[config.mk]
export PLATFORM = sky130hd
export DESIGN_NAME = rsp_cfg
export DESIGN_NICKNAME = d
export VERILOG_FILES = /design/src/rtl/rsp_pkg.sv /design/src/rtl/rsp_cfg.sv
export SDC_FILE = /design/constraint.sdc
export NUM_CORES = 1
export LEC_CHECK = 0
export BUFFER_PORTS_ARGS = -buffer_cell sky130_fd_sc_hd__buf_2
export CORE_MARGIN = 3
export CORE_UTILIZATION = 38
export CTS_CLUSTER_DIAMETER = 50
export CTS_CLUSTER_SIZE = 40
export DETAILED_ROUTE_END_ITERATION = 12
export PLACE_DENSITY = 0.84
export SLEW_MARGIN = 15
export SYNTH_ARGS = -nofsm -noshare
export SYNTH_HDL_FRONTEND = slang
export SYNTH_SLANG_ARGS = --single-unit
[constraint.sdc]
create_clock -name clk -period 1.65 [get_ports clk]
set_input_delay 0.33 -clock clk [delete_from_list [all_inputs] [get_ports clk]]
set_output_delay 0.33 -clock clk [all_outputs]
set_load 0.01 [all_outputs]
[src/rtl/rsp_pkg.sv]
// Shared types, constants and GF(256) multiply for the Reed-Solomon parity encoder.
// No dependencies; imported by every module of the block.
package rsp_pkg;

  localparam int PARITY_MAX = 32;
  localparam int BYTE_W     = 8;
  localparam int POLY_W     = 9;
  localparam int COUNT_W    = 6;                     // parity_count register field
  localparam int INDEX_W    = 6;                     // coeff_index input field
  localparam int SLOT_W     = $clog2(PARITY_MAX);    // index into a register row
  localparam int FILL_W     = $clog2(PARITY_MAX + 1); // holds 0..PARITY_MAX
  localparam int ADDR_W     = 3;
  localparam int DATA_W     = 32;

  localparam logic [POLY_W-1:0]  POLY_RESET  = 9'h11D;
  localparam logic [COUNT_W-1:0] COUNT_RESET = 6'd16;

  typedef enum logic {
    FUNC_LOAD = 1'b0,
    FUNC_MSG  = 1'b1
  } func_t;

  typedef enum logic {
    REG_FIELD_POLY   = 1'b0,
    REG_PARITY_COUNT = 1'b1
  } reg_idx_t;

  typedef logic [BYTE_W-1:0] byte_t;
  typedef byte_t [PARITY_MAX-1:0] byte_vec_t;

  typedef struct packed {
    byte_t             poly_low;
    logic [FILL_W-1:0] n;
  } cfg_t;

  typedef struct packed {
    logic              load;
    logic [FILL_W-1:0] n;
  } snap_t;

  // Shift-and-add field multiply; bit 8 leaving the multiplicand folds in poly_low.
  function automatic byte_t gf_mul(byte_t a, byte_t b, byte_t low);
    byte_t      acc;
    logic [8:0] y;
    acc = '0;
    y   = {1'b0, b};
    for (int i = 0; i < BYTE_W; i++) begin
      if (a[i]) acc = acc ^ y[7:0];
      y = {y[7:0], 1'b0};
      if (y[8]) y = {1'b0, y[7:0] ^ low};
    end
    return acc;
  endfunction

endpackage

[src/rtl/rsp_cfg.sv]
// APB-style register file: field polynomial and parity count.
// Depends on rsp_pkg; hands the saturated count and low polynomial bits onward.
module rsp_cfg (
  input  logic                       clk,
  input  logic                       rst_n,
  input  logic                       psel,
  input  logic                       penable,
  input  logic                       pwrite,
  input  logic [rsp_pkg::ADDR_W-1:0] paddr,
  input  logic [rsp_pkg::DATA_W-1:0] pwdata,
  output logic [rsp_pkg::DATA_W-1:0] prdata,
  output logic                       pready,
  output rsp_pkg::cfg_t              cfg
);
  import rsp_pkg::*;

  logic [POLY_W-1:0]  poly_r, poly_nxt;
  logic [COUNT_W-1:0] count_r, count_nxt;
  logic               wr;
  reg_idx_t           sel;

  assign pready = 1'b1;
  assign wr     = psel & penable & pwrite;
  assign sel    = reg_idx_t'(paddr[2]);

  always_comb begin
    poly_nxt  = poly_r;
    count_nxt = count_r;
    if (wr) begin
      unique case (sel)
        REG_FIELD_POLY:   poly_nxt  = pwdata[POLY_W-1:0];
        REG_PARITY_COUNT: count_nxt = pwdata[COUNT_W-1:0];
        default: ;
      endcase
    end
  end

  always_ff @(posedge clk) begin
    if (!rst_n) begin
      poly_r  <= POLY_RESET;
      count_r <= COUNT_RESET;
    end else begin
      poly_r  <= poly_nxt;
      count_r <= count_nxt;
    end
  end

  always_comb begin
    unique case (sel)
      REG_FIELD_POLY:   prdata = DATA_W'(poly_r);
      REG_PARITY_COUNT: prdata = DATA_W'(count_r);
      default:          prdata = '0;
    endcase
  end

  // effective parity count, zero acts as one and anything above PARITY_MAX as PARITY_MAX
  always_comb begin
    cfg.poly_low = poly_r[BYTE_W-1:0];
    if (count_r == '0)
      cfg.n = FILL_W'(1);
    else if (int'(count_r) > PARITY_MAX)
      cfg.n = FILL_W'(PARITY_MAX);
    else
      cfg.n = FILL_W'(count_r);
  end

  a_n_range: assert property (@(posedge clk) disable iff (!rst_n)
    (cfg.n != '0) && (int'(cfg.n) <= PARITY_MAX))
    else $error("effective parity count out of range");
  a_poly_write: assert property (@(posedge clk) disable iff (!rst_n)
    (wr && sel == REG_FIELD_POLY) |=> (poly_r == $past(pwdata[POLY_W-1:0])))
    else $error("field polynomial write lost");
  a_count_hold: assert property (@(posedge clk) disable iff (!rst_n)
    !(wr && sel == REG_PARITY_COUNT) |=> $stable(count_r))
    else $error("parity count changed without a write");

endmodule

### Word level (Yosys, flattened, before mapping)

Index checks and enable logic that the tools add are counted.

* $lt $le $gt $ge: 1
* multiplexer cells: 3
* bitwise logic cells: 3
* reductions and logical operators: 3

Operator list (number)
* case mux 32 bit (2 select lines): 1
* two-way mux 6 bit: 2
* > comparator 6 bit (second input constant): 1
* logical NOT 6 bit: 1
* AND reduction 2 bit: 2
* AND 1 bit: 2
* inverter 1 bit: 1

* bits in registers: 15
* input port bits: 40
* output and inout port bits: 47
* word-level logic and storage cells: 12

### Logic depth before layout (Yosys ltp)

* depth in word-level cells: 3
* mapped depth: 4
* gate-level depth less buffers: 2

### Least setup slack after synthesis

OpenSTA, ideal clock, no wires.

* path type: register to output
* from: register count_r[1]
* to: output port cfg[0] in the netlist's numbering
* arrival: 1045 ps
* required time: 1320 ps
* slack: 275 ps
* stages on the path, launching flop included: 3
* buffers on the path: 0
* path through: dfxtp_1 > or4_1 > a21oi_1

RTL lines
* start: declaration: line rsp_cfg.sv:18 `logic [COUNT_W-1:0] count_r, count_nxt;`
* start signal: assignment: line rsp_cfg.sv:44 `count_r <= count_nxt;`
* end: declaration: line rsp_cfg.sv:13 `output rsp_pkg::cfg_t cfg`

==> run summary <==
Yosys mapped the design onto 15 distinct sky130hd cell types. The number of remaining DRC errors was 0. Across all register-to-register paths, the minimum setup slack is 910 ps. Buffers inserted during clock tree synthesis total 3.

The die covers 3310 um2. In this run the count of I/O pins placed on the die edge is 87. Summed over all layers, the routed wires come to 1850 um. Setup repair after global routing could not meet its margin everywhere. The number of antenna violations at the first check in global routing is 0. The library cell used most frequently in the layout, excluding fill and tap cells, is sky130_fd_sc_hd__buf_2.

Of the total synthesized cell area, the portion taken by AND, OR, NAND and NOR gates is 20.1%. For the number of H-tree branching levels, the log shows 1. Combinational family with the most area after synthesis: buffers and inverters. The fraction of the mapped netlist area in adder cells came out at 0%.

The count of buffers from port buffering was 37. Endpoint of the most critical register-to-register path: count_r[5]. The flow ran to the end, but the final reports show violations.

The post-synthesis instance area was 1010 um2; the depth of the most critical reg-to-reg path was 2. The synthesized design devotes to its leading area cell type 29.8% of total area. The worst-path cell with the longest stage delay was sky130_fd_sc_hd__or4_4.

Relative to the synthesized area, the layout overhead comes to 10.0%. The average detailed-routed wire length per instance was 10.6 um. In the layout the commonest cells are sky130_fd_sc_hd__buf_2, sky130_fd_sc_hd__conb_1, sky130_fd_sc_hd__nor2b_1. The highest ir drop seen on vdd is 0.534 mV. Grouping stages by cell kind, the critical path spends the most delay in simple AND/OR/NAND/NOR gates. The sequential cells in the finished layout cover a total of 303 um2.

The placed instances occupy a cell area of 1060 um2. In the synthesized netlist, mux cells make up 21.6% of the area. The number of buffers and inverters on the critical path came out at 1. The highest clock frequency the design can meet is 0.576 GHz. Summing all multi-input logic gate instances after layout gives 523 um2. The first detailed-routing pass took 4 iterations. The core region is 2500 um2.

The share of post-route cells with drive strength above 1 was 36.1%; the synthesized area per cell was 8.77 um2. The tightest min-delay check is of the primary input to flop type. In this run the power density over the cells is 640 nW/um2. The run gives 0 as the final antenna-violating net count. The worst setup path is captured at an output port. In the global route stage, overall resource usage came out at 11.7%.

The tools report the startpoint class of the critical path as a flop. Leakage power: 0.575 nW. After clock tree synthesis, the clock-pin slew on the worst setup and hold paths is 100 ps.

The number of antenna diodes in the final layout is 0. The path with the worst hold slack has its endpoint at count_r[2]. In this run the horizontal extent of the chip is 57.5 um. Traced cell by cell, the critical path runs through or4_4, a21oi_2, buf_2. The run gives 11 as the number of DRC violations after detailed-routing iteration 0.

The checks that failed: negative setup slack. The post-detailed-route via-to-cell ratio works out to 4.28. The synthesized netlist devotes 0% of its cell area to XOR and XNOR gates.

By area the synthesized netlist is led by sky130_fd_sc_hd__dfxtp_1, sky130_fd_sc_hd__buf_4, sky130_fd_sc_hd__mux2i_1. The max-capacitance violation count came out at 0. Synthesis produced 115 cells.

For the final critical-path setup slack, the log shows -85.0 ps. The wire-length estimate of the detail-placed layout is 1380 um. In the final design database the tool counted 185 nets.

The tools report the final count of negative-setup-slack endpoints as 1. Number of warning messages in the yosys log: 0. The tools report the reg-to-reg critical path startpoint as count_r[5]. The root buffer cell chosen for the clock tree is sky130_fd_sc_hd__clkbuf_4. The clock reaches the later pin of the worst-skew pair after 290 ps. The worst setup path is of the flop to output port kind. Once layout is complete, the utilization of the core stands at 44.4%. The clock drives 15 sinks.

The synthesized flop and latch total came out at 15. The total count of max-transition violations in the final report was 0. Largest area contributor in the synthesized netlist: sky130_fd_sc_hd__dfxtp_1. The count of fill cells added during filler insertion was 275; the compound-gate portion of the synthesized area was 0.496%. The longest clock path from root to sink contains 2 buffers. At the worst endpoint, the arrival time is 1400 ps.

The critical-path maximum fanout is 2. The minimum clock period after layout was 1730 ps; the critical path data required time was 1320 ps. The logs give 1110 um2 for the final cell area excluding filler cells and 0 ps for the clock skew. TritonCTS built the clock tree. The delay of the slowest cell on the worst path came out at 530 ps.

Summing over every cut layer, the via total after detailed routing is 745. The total overflow left after global routing is 0. The congestion estimate from routability-driven global placement came to 0.669. In the finished design, the share of the clock period the worst path needs comes to 105%. The run gives 2930 um as the global-route wire length before repair.

Row generation in the floorplan step produced 18 rows. The final count of hold timing violations came out at 0. For this configuration, the core starts out at a cell density of 40.3%. The sequential cell area fraction in the yosys report was 29.8%; the maximum number of pins on one net before global-route repair was 28. The startpoint identified for the worst hold timing path is pwdata[2].

The number of global-route vias before repair was 637; the die span in y was 57.5 um. Along the worst hold path, the cell count comes to 3.
==> cell type report <==
type | instances | area share, %
well taps | 30 | 3.38
repair buffers | 41 | 19.4
clock buffers | 3 | 2.03
clock inverters | 1 | 0.451
inverters | 1 | 0.338
flip-flops and latches | 15 | 27.3
multi-input cells | 83 | 47.1
==> synthesized netlist by cell type <==
| cell | count |
|---|---|
| sky130_fd_sc_hd__inv_1 | 1 |
| sky130_fd_sc_hd__nand2_1 | 16 |
| sky130_fd_sc_hd__mux2i_1 | 15 |
| sky130_fd_sc_hd__nand4_2 | 1 |
| sky130_fd_sc_hd__nor2b_1 | 18 |
| sky130_fd_sc_hd__dfxtp_1 | 15 |
| sky130_fd_sc_hd__conb_1 | 2 |
| sky130_fd_sc_hd__clkbuf_1 | 3 |
| sky130_fd_sc_hd__buf_4 | 34 |
| sky130_fd_sc_hd__mux2_2 | 2 |
| sky130_fd_sc_hd__and4b_1 | 1 |
| sky130_fd_sc_hd__a21oi_1 | 1 |
| sky130_fd_sc_hd__mux2_1 | 4 |
| sky130_fd_sc_hd__or4_1 | 1 |
| sky130_fd_sc_hd__buf_2 | 1 |
==> worst max path at each step <==
| stage | start | endpoint | slack (ps) | cells past startpoint |
|---|---|---|---|---|
| 2_1_floorplan | count_r[1] | cfg[0] | 270 | 2 |
| 3_3_place_gp | count_r[1] | cfg[0] | 210 | 3 |
| 3_5_place_dp | count_r[1] | cfg[0] | 190 | 3 |
| 4_1_cts | count_r[1] | cfg[0] | -100 | 3 |
| 5_1_grt | count_r[1] | cfg[0] | -160 | 3 |
| 6_report | count_r[1] | cfg[0] | -80 | 3 |
==> logic make-up after synthesis <==
logic type | Yosys count
flops | 15
simple gates | 37
buf+inv | 39
compound gates | 1
mux | 21
other cells | 2
==> metrics by stage <==
step                std cells  power (mW)  hold slack (ps)  setup slack [ps]  TNS [ps]
CTS                       174       0.728              265             -99.6     -99.6
floorplan                 137       0.514              444               275         0
global placement          169       0.506              452               206         0
detailed placement        169       0.508              466               191         0
finish                    174       0.711              279             -85.0     -85.0
global route              174       0.761              267              -156      -156
==> tightest hold or removal path, stage by stage <==
cell                      delay [ps]
sky130_fd_sc_hd__buf_2           100
sky130_fd_sc_hd__nand2_1          50
sky130_fd_sc_hd__mux2i_1          50
==> flip-flops by register name, summed over array words and instances (netlist names) <==
register	flops
poly_r	9
count_r	6
==> per-layer routing <==
layer | track usage, % | vias to the layer above | part of all wire (%)
met5 | 0 | - | 0
met4 | 2.98 | 0 | 0.43
met3 | 4.98 | 3 | 12
met2 | 19.0 | 38 | 48
met1 | 14.2 | 334 | 40
li1 | - | 370 | -
==> power breakdown <==
| part | switching (mW) | internal, mW |
|---|---|---|
| combinational | 0.0758 | 0.0496 |
| clock | 0.119 | 0.0901 |
| sequential | 0.00595 | 0.370 |
==> repair_timing <==
item / CTS / global route
endpoints found under the setup margin: 1 / 1
setup buffers: 1 / 0
pin swaps: 1 / 0
hold buffers: 0 / 0
resized for setup: 4 / 0
gates cloned: 0 / 0
No activity file was read; power rests on OpenSTA's default activity.
