**config.mk**
```make
export PLATFORM = sky130hd
export DESIGN_NAME = rsp_drain
export DESIGN_NICKNAME = d
export VERILOG_FILES = /design/src/rtl/rsp_pkg.sv /design/src/rtl/rsp_drain.sv
export SDC_FILE = /design/constraint.sdc
export NUM_CORES = 1
export LEC_CHECK = 0
export BUFFER_PORTS_ARGS = -buffer_cell sky130_fd_sc_hd__buf_2
export CAP_MARGIN = 20
export CORE_MARGIN = 2
export CORE_UTILIZATION = 45
export CTS_CLUSTER_SIZE = 16
export DETAILED_ROUTE_END_ITERATION = 6
export GPL_TIMING_DRIVEN = 0
export PLACE_DENSITY_LB_ADDON = 0.2
export RECOVER_POWER = 25
export SLEW_MARGIN = 20
export SYNTH_ARGS = -nofsm -noshare
export SYNTH_HDL_FRONTEND = slang
export SYNTH_SLANG_ARGS = --single-unit
```
**constraint.sdc**
```tcl
create_clock -name clk -period 9 [get_ports clk]
set_input_delay 1.35 -clock clk [delete_from_list [all_inputs] [get_ports clk]]
set_output_delay 1.35 -clock clk [all_outputs]
set_load 0.02 [all_outputs]
```
**src/rtl/rsp_pkg.sv**
```systemverilog
// Shared types, constants and GF(256) multiply for the Reed-Solomon parity encoder.
// No dependencies; imported by every module of the block.
package rsp_pkg;

  localparam int PARITY_MAX = 32;
  localparam int BYTE_W     = 8;
  localparam int POLY_W     = 9;
  localparam int COUNT_W    = 6;                     // parity_count register field
  localparam int INDEX_W    = 6;                     // coeff_index input field
  localparam int SLOT_W     = $clog2(PARITY_MAX);    // index into a register row
  localparam int FILL_W     = $clog2(PARITY_MAX + 1); // holds 0..PARITY_MAX
  localparam int ADDR_W     = 3;
  localparam int DATA_W     = 32;

  localparam logic [POLY_W-1:0]  POLY_RESET  = 9'h11D;
  localparam logic [COUNT_W-1:0] COUNT_RESET = 6'd16;

  typedef enum logic {
    FUNC_LOAD = 1'b0,
    FUNC_MSG  = 1'b1
  } func_t;

  typedef enum logic {
    REG_FIELD_POLY   = 1'b0,
    REG_PARITY_COUNT = 1'b1
  } reg_idx_t;

  typedef logic [BYTE_W-1:0] byte_t;
  typedef byte_t [PARITY_MAX-1:0] byte_vec_t;

  typedef struct packed {
    byte_t             poly_low;
    logic [FILL_W-1:0] n;
  } cfg_t;

  typedef struct packed {
    logic              load;
    logic [FILL_W-1:0] n;
  } snap_t;

  // Shift-and-add field multiply; bit 8 leaving the multiplicand folds in poly_low.
  function automatic byte_t gf_mul(byte_t a, byte_t b, byte_t low);
    byte_t      acc;
    logic [8:0] y;
    acc = '0;
    y   = {1'b0, b};
    for (int i = 0; i < BYTE_W; i++) begin
      if (a[i]) acc = acc ^ y[7:0];
      y = {y[7:0], 1'b0};
      if (y[8]) y = {1'b0, y[7:0] ^ low};
    end
    return acc;
  endfunction

endpackage

```
**src/rtl/rsp_drain.sv**
```systemverilog
// Parity output buffer: holds one remainder snapshot and shifts it out a byte per request.
// Depends on rsp_pkg; fed by rsp_lfsr.
module rsp_drain (
  input  logic               clk,
  input  logic               rst_n,
  input  rsp_pkg::snap_t     snap,
  input  rsp_pkg::byte_vec_t snap_data,
  input  logic               out_stall,
  output logic               out_valid,
  output rsp_pkg::byte_t     out_parity_byte,
  output logic               out_parity_last,
  output logic               busy
);
  import rsp_pkg::*;

  byte_vec_t         buf_r, buf_nxt;
  logic [FILL_W-1:0] cnt_r, cnt_nxt;
  logic              pop;

  assign out_valid       = (cnt_r != '0);
  assign busy            = out_valid;
  assign pop             = out_valid && !out_stall;
  assign out_parity_byte = buf_r[0];
  assign out_parity_last = (cnt_r == FILL_W'(1));

  always_comb begin
    buf_nxt = buf_r;
    cnt_nxt = cnt_r;
    if (snap.load) begin
      buf_nxt = snap_data;
      cnt_nxt = snap.n;
    end else if (pop) begin
      buf_nxt = buf_r >> BYTE_W;
      cnt_nxt = cnt_r - FILL_W'(1);
    end
  end

  always_ff @(posedge clk) begin
    if (!rst_n) begin
      cnt_r <= '0;
    end else begin
      cnt_r <= cnt_nxt;
    end
    buf_r <= buf_nxt;
  end

  a_no_overwrite: assert property (@(posedge clk) disable iff (!rst_n)
    snap.load |-> (cnt_r == '0))
    else $error("snapshot loaded over an undelivered parity run");
  a_cnt_range: assert property (@(posedge clk) disable iff (!rst_n)
    int'(cnt_r) <= PARITY_MAX)
    else $error("parity count register out of range");
  a_load_starts: assert property (@(posedge clk) disable iff (!rst_n)
    snap.load |=> (cnt_r == $past(snap.n)))
    else $error("parity run length not taken from snapshot");

endmodule

```
# Word level (Yosys, flattened, before mapping)
# Index checks and enable logic that the tools add are counted.
# word_totals
mem_bits_ro	0
latch_bits	0
word_cells	43
mem_count	0
reg_bits	262
input_bits	266
out_inout_bits	11
ram_bits	0
# classes
eq_ne	1
magnitude_cmp	0
n_mul	0
shift	0
mux	4
n_addsub	1
n_div	0
bitwise	0
n_reduce_logical	4
# op_table
op	n
2-to-1 mux 256 bit	2
2-to-1 mux 6 bit	2
== test 6 x 1 -> 1 bit (second input constant)	1
nonzero test 6 bit	1
subtractor 6 x 1 -> 6 bit (second input constant)	1
nonzero test 2 bit	1
logical AND 1 bit	1
logical NOT 1 bit	1

# Logic depth before layout (Yosys ltp)
# Gate-level depths: netlist of the first run.
# logic_depth
ltp_word	4
mapped_depth	5
ltp_nobuf	5

# Worst setup path before layout of the first run
# Ideal clock, no wire load.
# synth_timing
kind	input to register
startpoint	input port snap[6] (netlist bit)
endpoint	register buf_r[100] (netlist bit), enable pin
arrival_time_ns	7.427
slack_ns	0.935
path_stages	3
required_time_ns	8.362
n_path_buf	2
setup_ns	0.638
cell_sequence	clkbuf_1 -> buf_2 -> or2_1
# synth_via
elab_chain_len	1
# synth_lines
element	line	rtl
from (decl)	rsp_drain.sv:6	input rsp_pkg::snap_t snap,
nonzero test 2 bit (no source line)	-	
to (signal assigned)	rsp_drain.sv:44	buf_r <= buf_nxt;
to (decl)	rsp_drain.sv:16	byte_vec_t buf_r, buf_nxt;
# Every way passes these cells.
# A chain may end at the register's enable or synchronous reset.

# Final worst setup path of the first run
# layout_timing
startpoint	register cnt_r[2]
endpoint	output port out_valid
# layout_via
elab_chain_len	1
# layout_lines
element	line	rtl
from (decl)	rsp_drain.sv:17	logic [FILL_W-1:0] cnt_r, cnt_nxt;
from (signal assigned)	rsp_drain.sv:42	cnt_r <= cnt_nxt;
nonzero test 6 bit	rsp_drain.sv:20	assign out_valid = (cnt_r != '0);
to (decl)	rsp_drain.sv:9	output logic out_valid,
# Every way passes these cells.

==> results of run 1 <==
[synthesized netlist by cell type (all sizes together)]
master   instances  area (um2)
o21a             1        7.51
or2              2        12.5
nor4             3        18.8
o2111a           1        11.3
a211oi           1        12.5
ha               3        37.5
a2111o           1        11.3
and2             9        56.3
o211ai           2        15.0
or4              1        11.3
clkbuf           5        18.8
o21ai            5        25.0
a21oi            1        5.00
a21o             1        7.51
nor2             3        11.3
o311a            1        10.0
buf             34         191
a31oi            2        12.5
o2111ai          3        26.3
inv              6        22.5
mux2           248        2790
nand2            1        3.75
or3              2        12.5
dfxtp            6         120
nand2b           2        12.5
nand3            4        20.0
edfxtp         256        7690
[routing by layer]
metal  vias to the layer above  share of wire  global-route usage
met2                       210           0.49               0.302
met3                        43          0.087              0.0586
met4                         4          0.025              0.0597
met1                      3054           0.39               0.211
li1                       3002              -                   -
met5                         -         0.0011                   0
[cell families (layout without fill, tap and decap cells)]
| logic type | count (synthesis) | count (layout) | share of synthesized area |
|---|---|---|---|
| AO/OA/AOI/OAI | 19 | 19 | 0.0129 |
| adder cells (fa/ha/maj) | 3 | 3 | 0.00336 |
| buffers and inverters | 45 | 374 | 0.0208 |
| flip-flops | 262 | 262 | 0.699 |
| multiplexers | 248 | 248 | 0.250 |
| other | 0 | 10 | 0 |
| AND/OR/NAND/NOR | 27 | 27 | 0.0142 |
[worst paths after layout]
| check | startpoint | cells after the start | endpoint | slack (ps) |
|---|---|---|---|---|
| max reg2reg | cnt_r[0]$_SDFFE_PN0P_ | 6 | out_parity_byte[5]$_DFFE_PP_ | 6480 |
| max | cnt_r[2]$_SDFFE_PN0P_ | 4 | out_valid | 5680 |
| min reg2reg | cnt_r[1]$_SDFFE_PN0P_ | 2 | cnt_r[1]$_SDFFE_PN0P_ | 530 |
| min | cnt_r[1]$_SDFFE_PN0P_ | 2 | cnt_r[1]$_SDFFE_PN0P_ | 530 |
[cell type report]
| cell class | instances | share of cell area |
|---|---|---|
| sequential | 262 | 0.558 |
| multi-input combinational | 297 | 0.224 |
| timing repair buffer | 279 | 0.107 |
| clock buffer | 36 | 0.0538 |
| tap | 324 | 0.0290 |
| buffer | 39 | 0.0135 |
| clock inverter | 14 | 0.0103 |
| antenna | 10 | 0.00179 |
| inverter | 6 | 0.00161 |
[sequential cells by signal, indices dropped and copies added, names as in the netlist]
register and cells:
buf_r 248, out_parity_byte 8, cnt_r 6
[worst reg2reg max path: stages (launching register included)]
cell and delay (ps):
dfxtp_1 420, inv_1 90, ha_1 280, a21oi_1 270, or2_4 470, buf_12 300, buf_16 320
[power by group through the flow]
stage / registers (mW) / logic, mW / clock network, mW
detailed placement: 1.60 / 0.317 / 0
finish: 1.57 / 0.312 / 1.13
CTS: 1.57 / 0.320 / 1.16
floorplan: 1.60 / 0.202 / 0
global placement: 1.63 / 0.299 / 0
global route: 1.59 / 0.343 / 1.20
[per-stage QoR]
step	instance area, um2	worst slack [ps]
after global routing	14000	5500
after detailed placement	13100	5280
after floorplan	11200	935
final	14000	5680
after CTS	14000	5660
after global placement	12900	-2060
==> reports/metrics.cfg, run 1 <==
[yosys]
ys_types=30
synth-seq-cells=262
avgSynthCellArea_um2=18.5
synthesis.area_um2=11200
synth_cells=604
seq_area_frac_synth=0.699
synth_nets=873
yosys_warnings=0

[floorplan]
dieHeight_um=162
fp.coreArea_um2=24300
die_w_um=162
dieArea_um2=26100
initial_core_util=0.459
rows=57
ios=277

[timing]
rsz0062_at_grt=no
finalSetupViolations=0
whs_ps=531
max_freq_mhz=301
worst_pin_slew_ps=717
fin_setup_tns_ps=0
slew_headroom=0.518
finalCriticalPeriod_ps=3320
fin_crit_sh=0.369
drv_slew=0
fin_worst_skew_ps=7.86
hold_violations=0

[placement]
hpwl_um=16700
io_buffers=274
gp_congestion=0.784
placed_cells=1207

[worst_setup_path]
cp_max_fo=6
critPathTopFamily=simple AND/OR/NAND/NOR gates
crit_path_max_incr_delay_ps=650
cp_cell_sequence=nor4_1, nand2_1, buf_4, buf_2
critPathLaunchType=flip-flop
cp.buffers_inverters=2
path_class=reg2out
crit_required_ps=7650
cp_slowest_cell=nor4_1
end_kind=primary output
cp.arrival_ps=1970

[pwr]
power.density_nw_per_um2=215
internal_power_mw=2.38
finalPower_mw=3.01
p_leak_nw=5.44
p_sw_frac=0.211
clkPwrFrac=0.375
p_comb_frac=0.104
switchingPower_mw=0.635
p_seq_frac=0.522
ir_drop_mv=0.154

[clock_tree]
clk_path_buf_depth=3
clock_latency_ps=530
cts_tree=yes
cts_setup_buffers=0
h-tree-depth=1
post_cts_resized=0
root_buffer=clkbuf_16
cts_buffers=28
postCtsHoldBufs=0
clk_pin_slew_ps=60
numClockSinks=262

[global_route]
grt_pass1_vias=6733
grt_use_total=0.177
gr-total-overflow=0
grt_antenna_before_repair=11
grt_max_degree=55
grt_pass1_wl_um=35800

[drt]
drtPass1Iterations=4
drc=0
antenna_left=0
drt_iter0_drc=368
wl_per_cell_um=18.6
wl_um=23500
vias=6313
via_per_inst=4.98

[layout]
fill_cells=1960
final_cells=1267
regArea_um2=7810
multi_input_area_um2=3140
final_layout_size_suffix_gt1_frac=0.624
final_common_cell=buf_2
area_growth_pct=25.1
nets=1182
layout_common_cells=buf_2, edfxtp_1, mux2_2
final_util=0.575

[outcome]
status=complete, no violations

[hold_path]
hold_path.class=reg2reg

[run]
cap_violations=0

No activity file was read; power rests on OpenSTA's default activity.
==> inputs of run 2 (changes only) <==
Clock period 9 ns to 2.9 ns, I/O delays scaled along.
==> run 2 against run 1 <==
  * Count of clock-buffer cells in the layout is 1 lower
  * Global-route usage shrank 0.40 points
  * Combinational power rose to 3.1 times the previous value
  * Cell count shrank 0.32%
  * Clock power rose to 3.0 times the previous value
  * Total power increased to 3.1 times the previous value
  * Sequential power grew to 3.1 times the previous value
  * Sequential share of layout area is 0.088 points higher
  * Register-to-register slack worse by 6000 ps
  * Flip-flop and latch count unchanged
  * Via count fell by 0.82%
  * Critical endpoint is now buf_r[50]$_DFFE_PP_
  * Largest cell class unchanged
  * Highest routed layer unchanged
==> reports/metrics.cfg, run 2 (synthesized netlist as in run 1, its figures left out) <==
[global_route]
gr-total-overflow=0
grt_pass1_wl_um=35000
grt_antenna_before_repair=14
grt_pass1_vias=6584
grt_use_total=0.173
grt_max_degree=54

[timing]
finalCriticalPeriod_ps=2400
rsz0062_at_grt=no
slew_headroom=0.552
layout_setup_ws_ps=500
hold_violations=0
drv_slew=0
fin_worst_skew_ps=9.57
fin_crit_sh=0.827
worst_pin_slew_ps=666
finalSetupViolations=0
max_freq_mhz=417

[pwr]
p_leak_nw=5.43
power.density_nw_per_um2=663
finalPower_mw=9.26
ir_drop_mv=0.445

[worst_setup_path]
path_depth=5
cp.arrival_ps=2650
critPathLaunchType=flip-flop
crit_path_max_incr_delay_ps=610
end_kind=flip-flop
crit_required_ps=3150
reg2reg_depth=5
cp_slowest_cell=nor4_1
cp_cell_sequence=nor4_1, a21oi_2, or2_4, buf_12, buf_16
path_class=reg2reg
cp.buffers_inverters=2
cp_max_fo=50
critPathTopFamily=simple AND/OR/NAND/NOR gates

[layout]
multi_input_area_um2=3150
layout_common_cells=buf_2, edfxtp_1, mux2_2
final_cells=1263
final_common_cell=buf_2
final_util=0.574
nets=1182
fill_cells=2008
largest_reg_flops=248
area_growth_pct=25.0
regArea_um2=7810
registers.top_by_ff_count=buf_r
final_layout_size_suffix_gt1_frac=0.635

[drt]
wl_um=23200
drtPass1Iterations=6
wl_per_cell_um=18.4
antenna_left=0
via_per_inst=4.96
drc=0
drt_iter0_drc=307
vias=6261

[clock_tree]
numClockSinks=262
clk_pin_slew_ps=60
cts_setup_buffers=0
post_cts_resized=0
cts_buffers=28
cts_tree=yes
root_buffer=clkbuf_16
clk_path_buf_depth=3
clock_latency_ps=530
postCtsHoldBufs=0
h-tree-depth=1

[floorplan]
dieArea_um2=26100
rows=57
dieHeight_um=162
fp.coreArea_um2=24300
initial_core_util=0.459
die_w_um=162
ios=277

[placement]
io_buffers=274
placed_cells=1207
gp_congestion=0.795
post-place-ws_ps=515
hpwl_um=16700

[outcome]
status=complete, no violations

[hold_path]
hold_path.class=in2reg
whs_path_depth=3

[run]
cap_violations=0

[run 2: cell count changes in the layout (fill, tap and decap cells not counted), moves of 3 or more]
cell      before  now
clkbuf_1      31   25
buf_2        280  285
clkinv_2       7    3
clkinv_1       3    6
diode_2       10    7
[run 2: final timing paths]
path	from	end	slack, ps
max	cnt_r[2]$_SDFFE_PN0P_	buf_r[50]$_DFFE_PP_	500
min reg2reg	cnt_r[1]$_SDFFE_PN0P_	cnt_r[1]$_SDFFE_PN0P_	530
min	snap[0]	cnt_r[0]$_SDFFE_PN0P_	150
max reg2reg	cnt_r[2]$_SDFFE_PN0P_	buf_r[50]$_DFFE_PP_	500
[run 2: stage by stage]
| step | hold slack, ps | TNS, ps | area (um2) |
|---|---|---|---|
| after floorplan | 487 | -39880 | 11200 |
| after global placement | 509 | -300230 | 13000 |
| after detailed placement | 524 | 0 | 13100 |
| after CTS | 139 | 0 | 14000 |
| after global routing | 165 | 0 | 14000 |
| final | 152 | 0 | 14000 |
[run 2: power breakdown]
part	total, mW	switching (mW)	internal (mW)
sequential	4.87	0.127	4.75
clock	3.41	1.42	1.99
combinational	0.975	0.426	0.549
total	9.26	1.98	7.29
[run 2: worst reg2reg max path, cell delays in order (launching register included)]
cell and delay [ps]:
dfxtp_1 350, nor4_1 610, a21oi_2 160, or2_4 460, buf_12 260, buf_16 240
[run 2: layer usage]
metal | share of wire | up-vias | track usage
met4 | 0.024 | 12 | 0.0544
met2 | 0.48 | 214 | 0.293
met3 | 0.091 | 53 | 0.0598
li1 | - | 2982 | -
met5 | 0.0036 | - | 0
met1 | 0.40 | 3000 | 0.208
[run 2: final cells by class]
type,instances,area share
Antenna cell,7,0.00125
Clock buffer,35,0.0536
Tap cell,324,0.0290
Inverter,6,0.00161
Timing Repair Buffer,279,0.107
Clock inverter,14,0.00860
Multi-Input combinational cell,297,0.226
Sequential cell,262,0.559
Buffer,39,0.0139
